**src/hdl/timestamp_mutex_arbiter_core_defines.svh**
```systemverilog
// Assertion helpers shared by the arbiter RTL.
`ifndef TIMESTAMP_MUTEX_ARBITER_CORE_DEFINES_SVH
`define TIMESTAMP_MUTEX_ARBITER_CORE_DEFINES_SVH

// Same-cycle implication, disabled while reset is asserted.
`define TSMA_ASSERT_IMPL(lbl, clk, rst_n, ante, cons, msg) \
    lbl: assert property (@(posedge clk) disable iff (!(rst_n)) (ante) |-> (cons)) \
        else $error(msg);

// Next-cycle implication, disabled while reset is asserted.
`define TSMA_ASSERT_NEXT(lbl, clk, rst_n, ante, cons, msg) \
    lbl: assert property (@(posedge clk) disable iff (!(rst_n)) (ante) |=> (cons)) \
        else $error(msg);

`endif

```
**src/hdl/tsma_pkg.sv**
```systemverilog
`timescale 1ns / 1ps

package tsma_pkg;

    // Request kinds.
    localparam logic KIND_ACQUIRE = 1'b0;
    localparam logic KIND_RELEASE = 1'b1;

    // Per-process state codes.
    localparam logic [1:0] ST_IDLE = 2'd0;
    localparam logic [1:0] ST_REQ  = 2'd1;
    localparam logic [1:0] ST_IN   = 2'd2;

    // Result event codes.
    localparam logic [2:0] EV_REPLY     = 3'd0;
    localparam logic [2:0] EV_DEFER     = 3'd1;
    localparam logic [2:0] EV_ENTERED   = 3'd2;
    localparam logic [2:0] EV_WAITING   = 3'd3;
    localparam logic [2:0] EV_RELEASED  = 3'd4;
    localparam logic [2:0] EV_DEF_REPLY = 3'd5;
    localparam logic [2:0] EV_BAD_ID    = 3'd6;

    localparam logic [4:0] CFG_COUNT_RESET = 5'd3;
    localparam logic [4:0] CFG_COUNT_MIN   = 5'd2;

    typedef struct packed {
        logic        kind;
        logic [3:0]  proc_id;
        logic [15:0] stamp;
    } t_in;

    typedef struct packed {
        logic [2:0] event_res;
        logic [3:0] from_proc;
        logic [3:0] to_proc;
        logic       last;
    } t_out;

endpackage

```
**src/hdl/tsma_grant.sv**
```systemverilog
`timescale 1ns / 1ps

module tsma_grant #(
    parameter int STAMP_BITS = 16
) (
    input  logic [1:0]            i_other_state,
    input  logic [STAMP_BITS-1:0] i_other_stamp,
    input  logic [STAMP_BITS-1:0] i_req_stamp,
    input  logic                  i_req_lower_id,
    output logic                  o_grant
);

    always_comb begin
        case (i_other_state)
            tsma_pkg::ST_IDLE: begin
                o_grant = 1'b1;
            end
            tsma_pkg::ST_REQ: begin
                // The older request wins; equal stamps go to the lower id.
                o_grant = (i_req_stamp < i_other_stamp) ||
                          ((i_req_stamp == i_other_stamp) && i_req_lower_id);
            end
            default: begin
                o_grant = 1'b0;
            end
        endcase
    end

endmodule

```
**src/hdl/timestamp_mutex_arbiter_core.sv**
```systemverilog
// Channel   Signals                                   Direction
// cfg       i_cfg_valid / o_cfg_ready / i_cfg_data    in  (process count)
// in        i_in_valid / o_in_ready / i_in_data       in  (acquire or release)
// out       o_out_valid / i_out_ready / o_out_data    out (one event per beat)
//
// An acquire is latched, walked once per process id through the shared grant compare,
// and closed with the entered or waiting event.
// A release emits its released event and then scans ids up to the last owed reply;
// a bad id emits a single bad-id event.
// Outside idle, the sequencer advances only when the output register is free or being drained.
// Synchronous active-low reset idles every process and clears all deferred bits.
`timescale 1ns / 1ps
`include "timestamp_mutex_arbiter_core_defines.svh"

module timestamp_mutex_arbiter_core #(
    parameter int MAX_PROCS  = 16,
    parameter int STAMP_BITS = 16
) (
    input  logic            i_clk,
    input  logic            i_rst_n,
    input  logic            i_cfg_valid,
    output logic            o_cfg_ready,
    input  logic [4:0]      i_cfg_data,
    input  logic            i_in_valid,
    output logic            o_in_ready,
    input  tsma_pkg::t_in   i_in_data,
    output logic            o_out_valid,
    input  logic            i_out_ready,
    output tsma_pkg::t_out  o_out_data
);

    localparam int IW = $clog2(MAX_PROCS);
    localparam int CW = $clog2(MAX_PROCS + 1);

    typedef enum logic [5:0] {
        S_IDLE = 6'b000001,
        S_WALK = 6'b000010,
        S_DONE = 6'b000100,
        S_REL  = 6'b001000,
        S_SCAN = 6'b010000,
        S_BAD  = 6'b100000
    } t_seq;

    t_seq                  r_state, n_state;
    logic [4:0]            r_cfg;
    logic [CW-1:0]         r_cnt, r_idx, n_idx;
    logic [IW-1:0]         r_pid;
    logic [3:0]            r_pid_raw;
    logic [STAMP_BITS-1:0] r_ts;
    logic                  r_all, n_all;
    logic [1:0]            r_pstate [MAX_PROCS];
    logic [STAMP_BITS-1:0] r_stamp  [MAX_PROCS];
    logic [MAX_PROCS-1:0]  r_defer  [MAX_PROCS];
    logic                  r_out_valid;
    tsma_pkg::t_out        r_out;

    logic                  accept, adv, bad_id, grant, emit;
    logic [CW-1:0]         cnt_eff;
    logic [31:0]           in_pid_ext, in_stamp_ext, idx_ext;
    logic [IW-1:0]         in_pid_ix, idx_ix, ps_ix;
    logic [STAMP_BITS-1:0] in_ts;
    logic [3:0]            idx4;
    logic [MAX_PROCS-1:0]  row;
    logic                  rem_all, rem_after;
    logic                  ps_we, df_set, df_clr;
    logic [1:0]            ps_val;
    tsma_pkg::t_out        em_data;

    assign o_cfg_ready = 1'b1;
    assign o_in_ready  = (r_state == S_IDLE);
    assign o_out_valid = r_out_valid;
    assign o_out_data  = r_out;

    assign accept = i_in_valid && o_in_ready;
    assign adv    = !r_out_valid || i_out_ready;

    // Out-of-range counts are clamped into the supported range.
    always_comb begin
        if (r_cfg < tsma_pkg::CFG_COUNT_MIN) begin
            cnt_eff = CW'(2);
        end else if (int'(r_cfg) > MAX_PROCS) begin
            cnt_eff = CW'(MAX_PROCS);
        end else begin
            cnt_eff = CW'(r_cfg);
        end
    end

    assign in_pid_ext   = 32'(i_in_data.proc_id);
    assign in_pid_ix    = in_pid_ext[IW-1:0];
    assign bad_id       = in_pid_ext >= 32'(cnt_eff);
    assign in_stamp_ext = 32'(i_in_data.stamp);
    assign in_ts        = in_stamp_ext[STAMP_BITS-1:0];
    assign idx_ext      = 32'(r_idx);
    assign idx_ix       = idx_ext[IW-1:0];
    assign idx4         = idx_ext[3:0];
    assign row          = r_defer[r_pid];

    tsma_grant #(
        .STAMP_BITS (STAMP_BITS)
    ) u_grant (
        .i_other_state  (r_pstate[idx_ix]),
        .i_other_stamp  (r_stamp[idx_ix]),
        .i_req_stamp    (r_ts),
        .i_req_lower_id (CW'(r_pid) < r_idx),
        .o_grant        (grant)
    );

    // Pending deferred bits inside the active count, overall and past the scan index.
    always_comb begin
        rem_all   = 1'b0;
        rem_after = 1'b0;
        for (int j = 0; j < MAX_PROCS; j++) begin
            if (row[j] && (j < int'(r_cnt))) begin
                rem_all = 1'b1;
                if (j > int'(r_idx)) begin
                    rem_after = 1'b1;
                end
            end
        end
    end

    always_comb begin
        n_state = r_state;
        n_idx   = r_idx;
        n_all   = r_all;
        emit    = 1'b0;
        em_data = '0;
        ps_we   = 1'b0;
        ps_ix   = r_pid;
        ps_val  = tsma_pkg::ST_IDLE;
        df_set  = 1'b0;
        df_clr  = 1'b0;
        case (r_state)
            S_IDLE: begin
                if (accept) begin
                    n_idx = '0;
                    n_all = 1'b1;
                    ps_ix = in_pid_ix;
                    if (bad_id) begin
                        n_state = S_BAD;
                    end else if (i_in_data.kind == tsma_pkg::KIND_ACQUIRE) begin
                        ps_we   = 1'b1;
                        ps_val  = tsma_pkg::ST_REQ;
                        n_state = S_WALK;
                    end else begin
                        ps_we   = 1'b1;
                        ps_val  = tsma_pkg::ST_IDLE;
                        n_state = S_REL;
                    end
                end
            end
            S_WALK: begin
                if (adv) begin
                    if (r_idx != CW'(r_pid)) begin
                        emit              = 1'b1;
                        em_data.event_res = grant ? tsma_pkg::EV_REPLY : tsma_pkg::EV_DEFER;
                        em_data.from_proc = idx4;
                        em_data.to_proc   = r_pid_raw;
                        if (!grant) begin
                            df_set = 1'b1;
                            n_all  = 1'b0;
                        end
                    end
                    if (r_idx == r_cnt - CW'(1)) begin
                        n_state = S_DONE;
                    end else begin
                        n_idx = r_idx + CW'(1);
                    end
                end
            end
            S_DONE: begin
                if (adv) begin
                    emit              = 1'b1;
                    em_data.event_res = r_all ? tsma_pkg::EV_ENTERED : tsma_pkg::EV_WAITING;
                    em_data.from_proc = r_pid_raw;
                    em_data.last      = 1'b1;
                    ps_we             = r_all;
                    ps_val            = tsma_pkg::ST_IN;
                    n_state           = S_IDLE;
                end
            end
            S_REL: begin
                if (adv) begin
                    emit              = 1'b1;
                    em_data.event_res = tsma_pkg::EV_RELEASED;
                    em_data.from_proc = r_pid_raw;
                    em_data.last      = !rem_all;
                    n_idx             = '0;
                    n_state           = rem_all ? S_SCAN : S_IDLE;
                end
            end
            S_SCAN: begin
                if (adv) begin
                    if (row[idx_ix]) begin
                        emit              = 1'b1;
                        em_data.event_res = tsma_pkg::EV_DEF_REPLY;
                        em_data.from_proc = r_pid_raw;
                        em_data.to_proc   = idx4;
                        em_data.last      = !rem_after;
                        df_clr            = 1'b1;
                    end
                    n_idx   = r_idx + CW'(1);
                    n_state = rem_after ? S_SCAN : S_IDLE;
                end
            end
            S_BAD: begin
                if (adv) begin
                    emit              = 1'b1;
                    em_data.event_res = tsma_pkg::EV_BAD_ID;
                    em_data.from_proc = r_pid_raw;
                    em_data.last      = 1'b1;
                    n_state           = S_IDLE;
                end
            end
            default: begin
                n_state = S_IDLE;
            end
        endcase
    end

    always_ff @(posedge i_clk) begin
        if (!i_rst_n) begin
            r_state     <= S_IDLE;
            r_cfg       <= tsma_pkg::CFG_COUNT_RESET;
            r_idx       <= '0;
            r_all       <= 1'b0;
            r_out_valid <= 1'b0;
            for (int p = 0; p < MAX_PROCS; p++) begin
                r_pstate[p] <= tsma_pkg::ST_IDLE;
                r_defer[p]  <= '0;
            end
        end else begin
            r_state <= n_state;
            r_idx   <= n_idx;
            r_all   <= n_all;
            if (i_cfg_valid && o_cfg_ready) begin
                r_cfg <= i_cfg_data;
            end
            if (emit) begin
                r_out_valid <= 1'b1;
            end else if (i_out_ready) begin
                r_out_valid <= 1'b0;
            end
            if (ps_we) begin
                r_pstate[ps_ix] <= ps_val;
            end
            if (df_set) begin
                r_defer[idx_ix][r_pid] <= 1'b1;
            end
            if (df_clr) begin
                r_defer[r_pid][idx_ix] <= 1'b0;
            end
        end
    end

    // Request payload and stamps; a stamp is only consulted once its process requests.
    always_ff @(posedge i_clk) begin
        if (accept) begin
            r_pid     <= in_pid_ix;
            r_pid_raw <= i_in_data.proc_id;
            r_ts      <= in_ts;
            r_cnt     <= cnt_eff;
            if (!bad_id && (i_in_data.kind == tsma_pkg::KIND_ACQUIRE)) begin
                r_stamp[in_pid_ix] <= in_ts;
            end
        end
        if (emit) begin
            r_out <= em_data;
        end
    end

    `TSMA_ASSERT_NEXT(a_last_returns_idle, i_clk, i_rst_n, emit && em_data.last, r_state == S_IDLE, "sequencer did not idle after the final event")
    `TSMA_ASSERT_IMPL(a_walk_in_range, i_clk, i_rst_n, r_state == S_WALK, r_idx < r_cnt, "walk index beyond process count")
    `TSMA_ASSERT_IMPL(a_requester_pending, i_clk, i_rst_n, r_state == S_WALK || r_state == S_DONE, r_pstate[r_pid] == tsma_pkg::ST_REQ, "requester left requesting state during walk")

endmodule

```
**config.mk**
```make
export PLATFORM = sky130hd
export DESIGN_NAME = timestamp_mutex_arbiter_core
export DESIGN_NICKNAME = d
export VERILOG_FILES = /design/src/hdl/tsma_pkg.sv /design/src/hdl/tsma_grant.sv /design/src/hdl/timestamp_mutex_arbiter_core.sv
export VERILOG_INCLUDE_DIRS = /design/src /design/src/hdl
export SDC_FILE = /design/constraint.sdc
export NUM_CORES = 1
export LEC_CHECK = 0
export BUFFER_PORTS_ARGS = -buffer_cell sky130_fd_sc_hd__clkbuf_2
export CORE_MARGIN = 1.5
export CORE_UTILIZATION = 30
export DETAILED_ROUTE_END_ITERATION = 6
export GPL_TIMING_DRIVEN = 0
export SETUP_SLACK_MARGIN = 0.2
export SLEW_MARGIN = 30
export SYNTH_ARGS = -nofsm -noshare
export SYNTH_HDL_FRONTEND = slang
export SYNTH_SLANG_ARGS = --single-unit
```
**constraint.sdc**
```tcl
create_clock -name i_clk -period 14.4 [get_ports i_clk]
set_input_delay 1.44 -clock i_clk [delete_from_list [all_inputs] [get_ports i_clk]]
set_output_delay 1.44 -clock i_clk [all_outputs]
set_load 0.02 [all_outputs]
```
==> results of run 1 <==
kinds of logic after synthesis:
| group | after synthesis |
|---|---|
| xor+xnor | 15 |
| simple gates | 574 |
| flops | 607 |
| fa+ha+maj | 31 |
| other cells | 1 |
| mux | 221 |
| buf+inv | 239 |
| compound gates | 474 |
metrics by stage:
step	util (%)	hold slack, ps	setup WS (ps)
after floorplan	-	433	9320
after global placement	32.1	457	6870
after detailed placement	32.6	459	7050
after CTS	34.9	476	6970
after global routing	35.0	517	6690
final	35.0	471	7000
cell usage in the layout, fill, tap and decap left out, types with 12 or more instances in the layout:
cell and n:
ha_1 30, buf_4 21, nor3_1 18, o31ai_1 23, nor2_1 367, a21oi_1 146, a211oi_1 34, inv_1 40
mux2i_1 92, clkbuf_1 124, o211ai_1 12, dfxtp_1 26, clkbuf_16 66, o21ai_1 17, mux4_2 121, a22oi_1 41
buf_2 51, clkinv_1 16, nor2_4 12, clkbuf_2 50, nand3_1 30, nand2_1 83, buf_6 12, o21ai_0 118
edfxtp_1 581
sequential cells by signal, summed over array words and instances (netlist names), named ones only:
signal       flops
r_defer        256
r_idx            5
r_state          6
r_ts            16
r_cfg            5
r_stamp        256
o_out_valid      1
r_pid_raw        4
r_pid            4
r_all            1
r_pstate        32
r_cnt            5
o_out_data      12
cells in the mapped netlist (all sizes together) (14+ instances only):
| library cell | count | area [sq um] |
|---|---|---|
| clkbuf | 117 | 439 |
| a31oi | 14 | 103 |
| o21ai | 136 | 684 |
| nand2 | 83 | 312 |
| buf | 78 | 474 |
| nor3 | 23 | 115 |
| a211oi | 35 | 268 |
| mux2i | 94 | 966 |
| o31ai | 24 | 194 |
| a21oi | 147 | 739 |
| mux4 | 121 | 2730 |
| nand3 | 30 | 150 |
| dfxtp | 26 | 521 |
| edfxtp | 581 | 17400 |
| nor2 | 379 | 1420 |
| inv | 40 | 150 |
| ha | 30 | 375 |
| a22oi | 41 | 308 |
per-layer routing:
| layer | GRT usage (%) | vias up |
|---|---|---|
| li1 | - | 8502 |
| met1 | 26.7 | 10300 |
| met2 | 30.5 | 1412 |
| met3 | 5.34 | 306 |
| met4 | 10.5 | 4 |
| met5 | 0 | - |
worst paths after layout:
kind,startpoint,endpoint,cells past startpoint
worst max-delay path,register,r_defer[7][7],16
worst min-delay path,r_cfg[0],r_cfg[0],2
worst max register to register,register,r_defer[7][7],16
worst min register to register,r_cfg[0],r_cfg[0],2
worst max-delay path, cell delays in order, from the launching register on:
cell	delay (ps)
dfxtp_1	320
clkbuf_1	430
clkbuf_1	540
clkbuf_1	760
mux4_2	430
mux4_2	460
inv_1	80
ha_1	160
nand4_1	240
nor3_1	630
o21ai_0	380
a211oi_2	680
nor2_1	260
nor2_1	610
a32oi_1	340
clkbuf_1	360
o21ai_0	340
where the power goes:
| part | internal (W) | switching (W) | leakage (nW) |
|---|---|---|---|
| Clock | 0.000975 | 0.000758 | 1.06 |
| Sequential | 0.00198 | 0.0000267 | 5.76 |
| Combinational | 0.000330 | 0.000658 | 3.77 |
| Total | 0.00329 | 0.00144 | 10.6 |
layout make-up:
type | count | area share (%)
repair buffers | 69 | 1.70
clock inverters | 34 | 1.42
flip-flops and latches | 607 | 54.1
clock buffers | 82 | 5.27
plain buffers | 195 | 2.80
well taps | 1265 | 4.77
multi-input cells | 1316 | 29.4
inverters | 44 | 0.501
==> results.json, run 1 <==
{
  "fin_crit_sh_pct": 51.4,
  "finalSetupTns_ps": 0,
  "postSynthAreaPerCell_sq_um": 13.3,
  "hold_class": "register to register",
  "fin_skew_ps": 53.0,
  "cts_resized": 0,
  "synth_edf_count": 581,
  "multiInputGateArea_sq_um": 9780,
  "ys.flop_type": "edfxtp_1",
  "cts_tree": "built",
  "n_antenna_cell": 0,
  "worst_pin_slew_ps": 1080,
  "dpl_cell_area_sq_um": 30900,
  "status": "finished clean",
  "finalMaxSlewViolations": 0,
  "antenna_found_initial": 4,
  "coreArea_sq_um": 94900,
  "finalPower_w": 0.00473,
  "grt_pass1_vias": 20000,
  "synthCells": 2162,
  "dieWidth_um": 312,
  "slew_headroom_pct": 27.5,
  "p_leak_nw": 10.6,
  "highest_layer": "met5",
  "ys_ff_latch": 607,
  "synthXorXnorAreaFrac_pct": 0.458,
  "via_per_inst": 5.68,
  "setup_viol": 0,
  "h-tree-depth": 3,
  "routed_wl_um": 101000,
  "pin_count": 46,
  "p_per_area_nw_per_um2": 143,
  "start_kind": "register",
  "cp_max_fo": 10,
  "drv_cap": 0,
  "synth_fa_ha_area_share_pct": 1.34,
  "synth_top_family_by_area": "multiplexers",
  "nFillCells": 9157,
  "start_util_pct": 30.2,
  "dr_wl_met2_um": 44400,
  "fin_crit_ps": 7400,
  "first_iter_violations": 2760,
  "wire_per_inst_um": 27.9,
  "drc": 0,
  "fin_area_sq_um": 33200,
  "dp.cells": 3493,
  "wl_met1_um": 38800,
  "ys_seq_area_share_pct": 62.7,
  "rsz0062_at_grt": "false",
  "cts_num_sinks": 607,
  "grt_max_degree": 31,
  "insertion_delay_ps": 650,
  "syn_nets": 2223,
  "cts.clk_slew.worst_paths_ps": 60,
  "muxShareOfSynthArea_pct": 13.1,
  "numPortBuffers": 43,
  "regArea_sq_um": 18000,
  "grt_overflow": 0,
  "peakVddDrop_mv": 0.0849,
  "drive_gt1_share_pct": 17.3,
  "final_cells": 3612,
  "async_flop_share_pct": 0,
  "dieArea_sq_um": 97500,
  "hold_buffers": 0,
  "chipHeight_um": 312,
  "synth.distinct_cells": 76,
  "grt_pass1_wl_um": 142000,
  "postRouteAntennaNets": 0,
  "numCtsBuffers": 66,
  "clock_path_buffers": 3,
  "synth-simple-area-share_pct": 8.30,
  "nets": 2360,
  "crit_required_ps": 14680,
  "dr.pass1.iters": 6,
  "gp_congestion": 0.977,
  "fmax_ghz": 0.135,
  "place_hpwl_um": 69400,
  "final-hold-violation-count": 0,
  "syn_area_sq_um": 28700,
  "critPathKind": "register to register",
  "root_buffer": "clkbuf_16",
  "track_usage_pct": 20.2,
  "cts_setup_buffers": 0,
  "synth-compound-area-share_pct": 10.3,
  "yosysWarnings": 0,
  "crit_path_end_kind": "register",
  "row_count": 113,
  "dr_wl_met3_um": 12000,
  "vias": 20500,
  "ff2ff_setup_slack_ps": 7000,
  "syn_to_final_growth_pct": 15.8,
  "crit_arrival_ps": 7690
}
Note: power is estimated with default switching activity, not from simulation.
==> run 2, diff against run 1 <==
- clock period: 14.4 -> 7.35 ns (I/O delays scaled with it)
==> results.json, run 2 (synthesis results as in run 1) <==
{
  "post-route-util_pct": 35.0,
  "status": "finished clean",
  "root_buffer": "clkbuf_16",
  "chipHeight_um": 312,
  "place_hpwl_um": 69400,
  "dieWidth_um": 312,
  "start_kind": "register",
  "r2r_end": "r_defer[15][5]",
  "numPortBuffers": 43,
  "postRouteAntennaNets": 0,
  "coreArea_sq_um": 94900,
  "routed_wl_um": 101000,
  "hold_slack_ps": 353,
  "drive_gt1_share_pct": 17.5,
  "fin_skew_ps": 52.7,
  "rsz0062_at_grt": "false",
  "max_stage_delay_ps": 640,
  "cts_tree": "built",
  "first_iter_violations": 2974,
  "setup_viol": 0,
  "critPathKind": "register to register",
  "crit_arrival_ps": 7200,
  "gp_congestion": 0.977,
  "fin_crit_sh_pct": 93.9,
  "layout_common_cells": "edfxtp_1 (581), nor2_1 (366), a21oi_1 (146), mux4_2 (121), clkbuf_1 (118)",
  "nets": 2359,
  "fmax_ghz": 0.145,
  "ff2ff_setup_slack_ps": 450,
  "numCtsBuffers": 66,
  "row_count": 113,
  "cts_num_sinks": 607,
  "final-hold-violation-count": 0,
  "finalMaxSlewViolations": 0,
  "h-tree-depth": 3,
  "dieArea_sq_um": 97500,
  "vias": 20600,
  "fin_crit_ps": 6900,
  "pin_count": 46,
  "worst_pin_slew_ps": 1090,
  "insertion_delay_ps": 650,
  "crit_path_end_kind": "register",
  "drv_cap": 0,
  "grt_overflow": 0,
  "p_leak_nw": 10.6,
  "cts.clk_slew.worst_paths_ps": 60,
  "whs_endpoint": "r_cfg[0]",
  "hp-start": "i_cfg_data[0]",
  "peakVddDrop_mv": 0.166,
  "crit_buf_inv": 5,
  "crit_required_ps": 7640,
  "antenna_found_initial": 4,
  "critical_path.most_common_cell": "clkbuf_1",
  "layout_commonest_cell": "edfxtp_1",
  "dr.pass1.iters": 6,
  "hold_depth": 3,
  "cp_max_fo": 10,
  "grt_pass1_vias": 20000,
  "slew_headroom_pct": 27.2,
  "grt_pass1_wl_um": 142000,
  "cpMaxStageDelayCell": "nor3_1",
  "grt_max_degree": 31,
  "dpl_cell_area_sq_um": 30900,
  "drc": 0,
  "via_per_inst": 5.72,
  "wire_per_inst_um": 27.9,
  "fin_area_sq_um": 33200,
  "hold_class": "primary input to register",
  "n_antenna_cell": 0,
  "hold_buffers": 0,
  "start_util_pct": 30.2,
  "reg_top3": "r_defer: 256 flops, r_stamp: 256 flops, r_pstate: 32 flops",
  "clock_path_buffers": 3,
  "syn_to_final_growth_pct": 15.9,
  "path_cells": "clkbuf_1 > clkbuf_1 > clkbuf_2 > mux4_2 > mux4_2 > inv_1 > ha_1 > nand4_1 > nor3_1 > o21ai_0 > a211oi_4 > nor2_1 > nor2_1 > a32oi_1 > clkbuf_1 > o21ai_0",
  "crit_family": "buffers and inverters",
  "track_usage_pct": 20.2,
  "reg2reg_depth": 16,
  "p_per_area_nw_per_um2": 279
}
run 2: changes by cell type in the layout (fill, tap and decap cells not counted):
cell,delta
a211oi_4,+1
nor2_1,-1
o21ai_0,-1
o21ai_1,+1
clkbuf_1,-6
clkbuf_2,+3
nor2_2,+1
a211oi_2,-1
clkdlybuf4s15_2,+2
run 2: worst register-to-register path, cell delays in order, from the launching register on:
cell	delay (ps)
dfxtp_1	320
clkbuf_1	440
clkbuf_1	530
clkbuf_2	510
mux4_2	380
mux4_2	460
inv_1	80
ha_1	160
nand4_1	240
nor3_1	640
o21ai_0	440
a211oi_4	560
nor2_1	240
nor2_1	540
a32oi_1	320
clkbuf_1	380
o21ai_0	300
run 2: worst max-delay path by stage:
stage | end | cells after the start
2_1_floorplan | r_defer[10][9] | 17
3_3_place_gp | r_defer[5][10] | 17
3_5_place_dp | r_defer[7][7] | 16
4_1_cts | r_defer[7][7] | 16
5_1_grt | r_defer[9][5] | 16
6_report | r_defer[15][5] | 16
run 2: routing by layer:
layer | up-vias | share of wire (%) | track usage, %
li1 | 8508 | - | -
met1 | 10400 | 39 | 26.7
met2 | 1400 | 44 | 30.5
met3 | 313 | 11 | 5.34
met4 | 4 | 5.7 | 10.5
met5 | - | 0.023 | 0
run 2: layout make-up:
| class | count | area [sq um] |
|---|---|---|
| multi-input cells | 1316 | 9790 |
| flip-flops and latches | 607 | 18000 |
| clock buffers | 82 | 1750 |
| fillers | 9157 | 61600 |
| repair buffers | 69 | 564 |
| plain buffers | 194 | 943 |
| inverters | 44 | 166 |
| clock inverters | 34 | 472 |
| well taps | 1265 | 1580 |
run 2: stage by stage:
step / total power, W / TNS (ps) / setup WS, ps / std cells
after CTS: 0.00924 / 0 / 144 / 3609
after detailed placement: 0.00589 / -3.81 / -3.81 / 3493
after global routing: 0.00951 / 0 / 249 / 3611
after global placement: 0.00588 / -5570 / -182 / 3470
final: 0.00928 / 0 / 445 / 3611
after floorplan: 0.00518 / 0 / 2270 / 2162
run 2: power by group:
part	internal [W]	switching, W
clock	0.00191	0.00149
sequential	0.00389	0.0000529
combinational	0.000647	0.00129
total	0.00645	0.00284
run 2: repair_timing:
item / CTS / global route
setup endpoints to repair: 100 / 218
cloned: 0 / 0
buffers inserted: 0 / 0
resized for setup: 6 / 13
==> run 3, diff against run 2 <==
- BUFFER_PORTS_ARGS: -buffer_cell sky130_fd_sc_hd__clkbuf_2 -> -buffer_cell sky130_fd_sc_hd__buf_2
==> results.json, run 3 (synthesis results as in run 1) <==
{
  "status": "finished clean",
  "dr.pass1.iters": 6,
  "final_cells": 3615,
  "routed_wl_um": 100000,
  "dp.cells": 3493,
  "reg2reg_depth": 17,
  "cts_num_sinks": 607,
  "drc": 0,
  "fin_crit_ps": 6900,
  "fmax_ghz": 0.145,
  "numCtsBuffers": 66,
  "reg_top3": "r_defer: 256 flops, r_stamp: 256 flops, r_pstate: 32 flops",
  "vias": 20600,
  "post-route-util_pct": 34.9,
  "hold_class": "primary input to register",
  "multiInputGateArea_sq_um": 9770,
  "nets": 2360,
  "fin_ws_ps": 454,
  "peakVddDrop_mv": 0.166,
  "crit_arrival_ps": 7240,
  "fin_crit_sh_pct": 93.8,
  "antenna_found_initial": 7,
  "chipHeight_um": 312,
  "final-hold-violation-count": 0,
  "crit_path_end_kind": "register",
  "place_hpwl_um": 69200,
  "syn_to_final_growth_pct": 15.6,
  "dp_slack_ps": 127,
  "postRouteAntennaNets": 0,
  "dieArea_sq_um": 97500,
  "grt_use_met3_pct": 5.01,
  "finalMaxSlewViolations": 0,
  "setup_viol": 0,
  "drive_gt1_share_pct": 17.4,
  "grtUsageMet1_pct": 26.8,
  "insertion_delay_ps": 640,
  "fin_skew_ps": 31.4,
  "start_kind": "register",
  "regArea_sq_um": 18000,
  "nFillCells": 9111,
  "grt_pass1_vias": 19700,
  "layout_commonest_cell": "edfxtp_1",
  "n_antenna_cell": 0,
  "critPathKind": "register to register",
  "cp_max_fo": 10,
  "slew_headroom_pct": 26.8,
  "hold_depth": 3,
  "grt_overflow": 0,
  "h-tree-depth": 3,
  "dieWidth_um": 312,
  "clock_path_buffers": 3,
  "cts_tree": "built",
  "cts.clk_slew.worst_paths_ps": 60,
  "row_count": 113,
  "root_buffer": "clkbuf_16",
  "p_leak_nw": 10.6,
  "gp_congestion": 0.978,
  "rsz0062_at_grt": "false",
  "worst_pin_slew_ps": 1100,
  "use_met2_pct": 30.4,
  "coreArea_sq_um": 94900,
  "grt_busiest_layer": "met2",
  "crit_required_ps": 7690,
  "numPortBuffers": 43,
  "drv_cap": 0,
  "wire_per_inst_um": 27.7,
  "finalPower_w": 0.00914,
  "p_per_area_nw_per_um2": 276,
  "track_usage_pct": 20.1,
  "layout_common_cells": "edfxtp_1 (581), nor2_1 (367), a21oi_1 (146), mux4_2 (121), clkbuf_1 (119)",
  "start_util_pct": 30.2,
  "via_per_inst": 5.69,
  "pin_count": 46,
  "first_iter_violations": 3095,
  "grt_pass1_wl_um": 142000,
  "grt_max_degree": 31
}
run 3: per-stage QoR:
step | TNS, ps | hold WS, ps | instance area [sq um]
6_report | 0 | 334 | 33200
5_1_grt | 0 | 361 | 33200
4_1_cts | 0 | 323 | 33100
3_5_place_dp | 0 | 460 | 31000
3_3_place_gp | -4130 | 455 | 30500
2_1_floorplan | 0 | 433 | 28700
run 3: repair_timing:
item,in CTS,in global routing
gates resized for setup,8,5
pin swaps,0,1
endpoints found under the setup margin,98,223
hold buffers,0,0
buffers inserted,0,1
run 3: worst paths after layout:
kind / start / end / slack (ps)
worst max register to register: register / r_defer[4][9] / 450
worst max-delay path: register / r_defer[4][9] / 450
worst min register to register: r_cfg[0] / r_cfg[0] / 480
worst min-delay path: i_cfg_data[0] / r_cfg[0] / 330
run 3: cell type report:
class,count,share of cell area (%)
sequential,607,54.2
buffer,194,2.85
multi-input combinational,1316,29.5
tap,1265,4.77
timing repair buffer,70,1.89
clock buffer,80,5.14
clock inverter,39,1.19
inverter,44,0.502
run 3: per-layer routing:
layer	wire length [um]	up-vias
li1	-	8509
met1	38800	10300
met2	43600	1444
met3	11900	284
met4	5690	6
met5	41	-
run 3: critical path, cell delays in order (launching register included):
cell and delay (ps):
dfxtp_1 310, clkbuf_1 430, clkbuf_1 600, clkbuf_2 520, mux4_2 390, mux4_2 460
inv_1 70, ha_1 230, a21o_1 160, a21oi_1 250, nor3_1 80, nor3_1 570
a211oi_2 330, o2111ai_1 910, nand2_1 110, a31oi_1 640, clkbuf_1 430, a21oi_1 90
run 3: power breakdown:
group	total [W]	switching (W)	internal (W)
clock	0.00326	0.00147	0.00180
combinational	0.00194	0.00129	0.000648
sequential	0.00394	0.0000527	0.00389
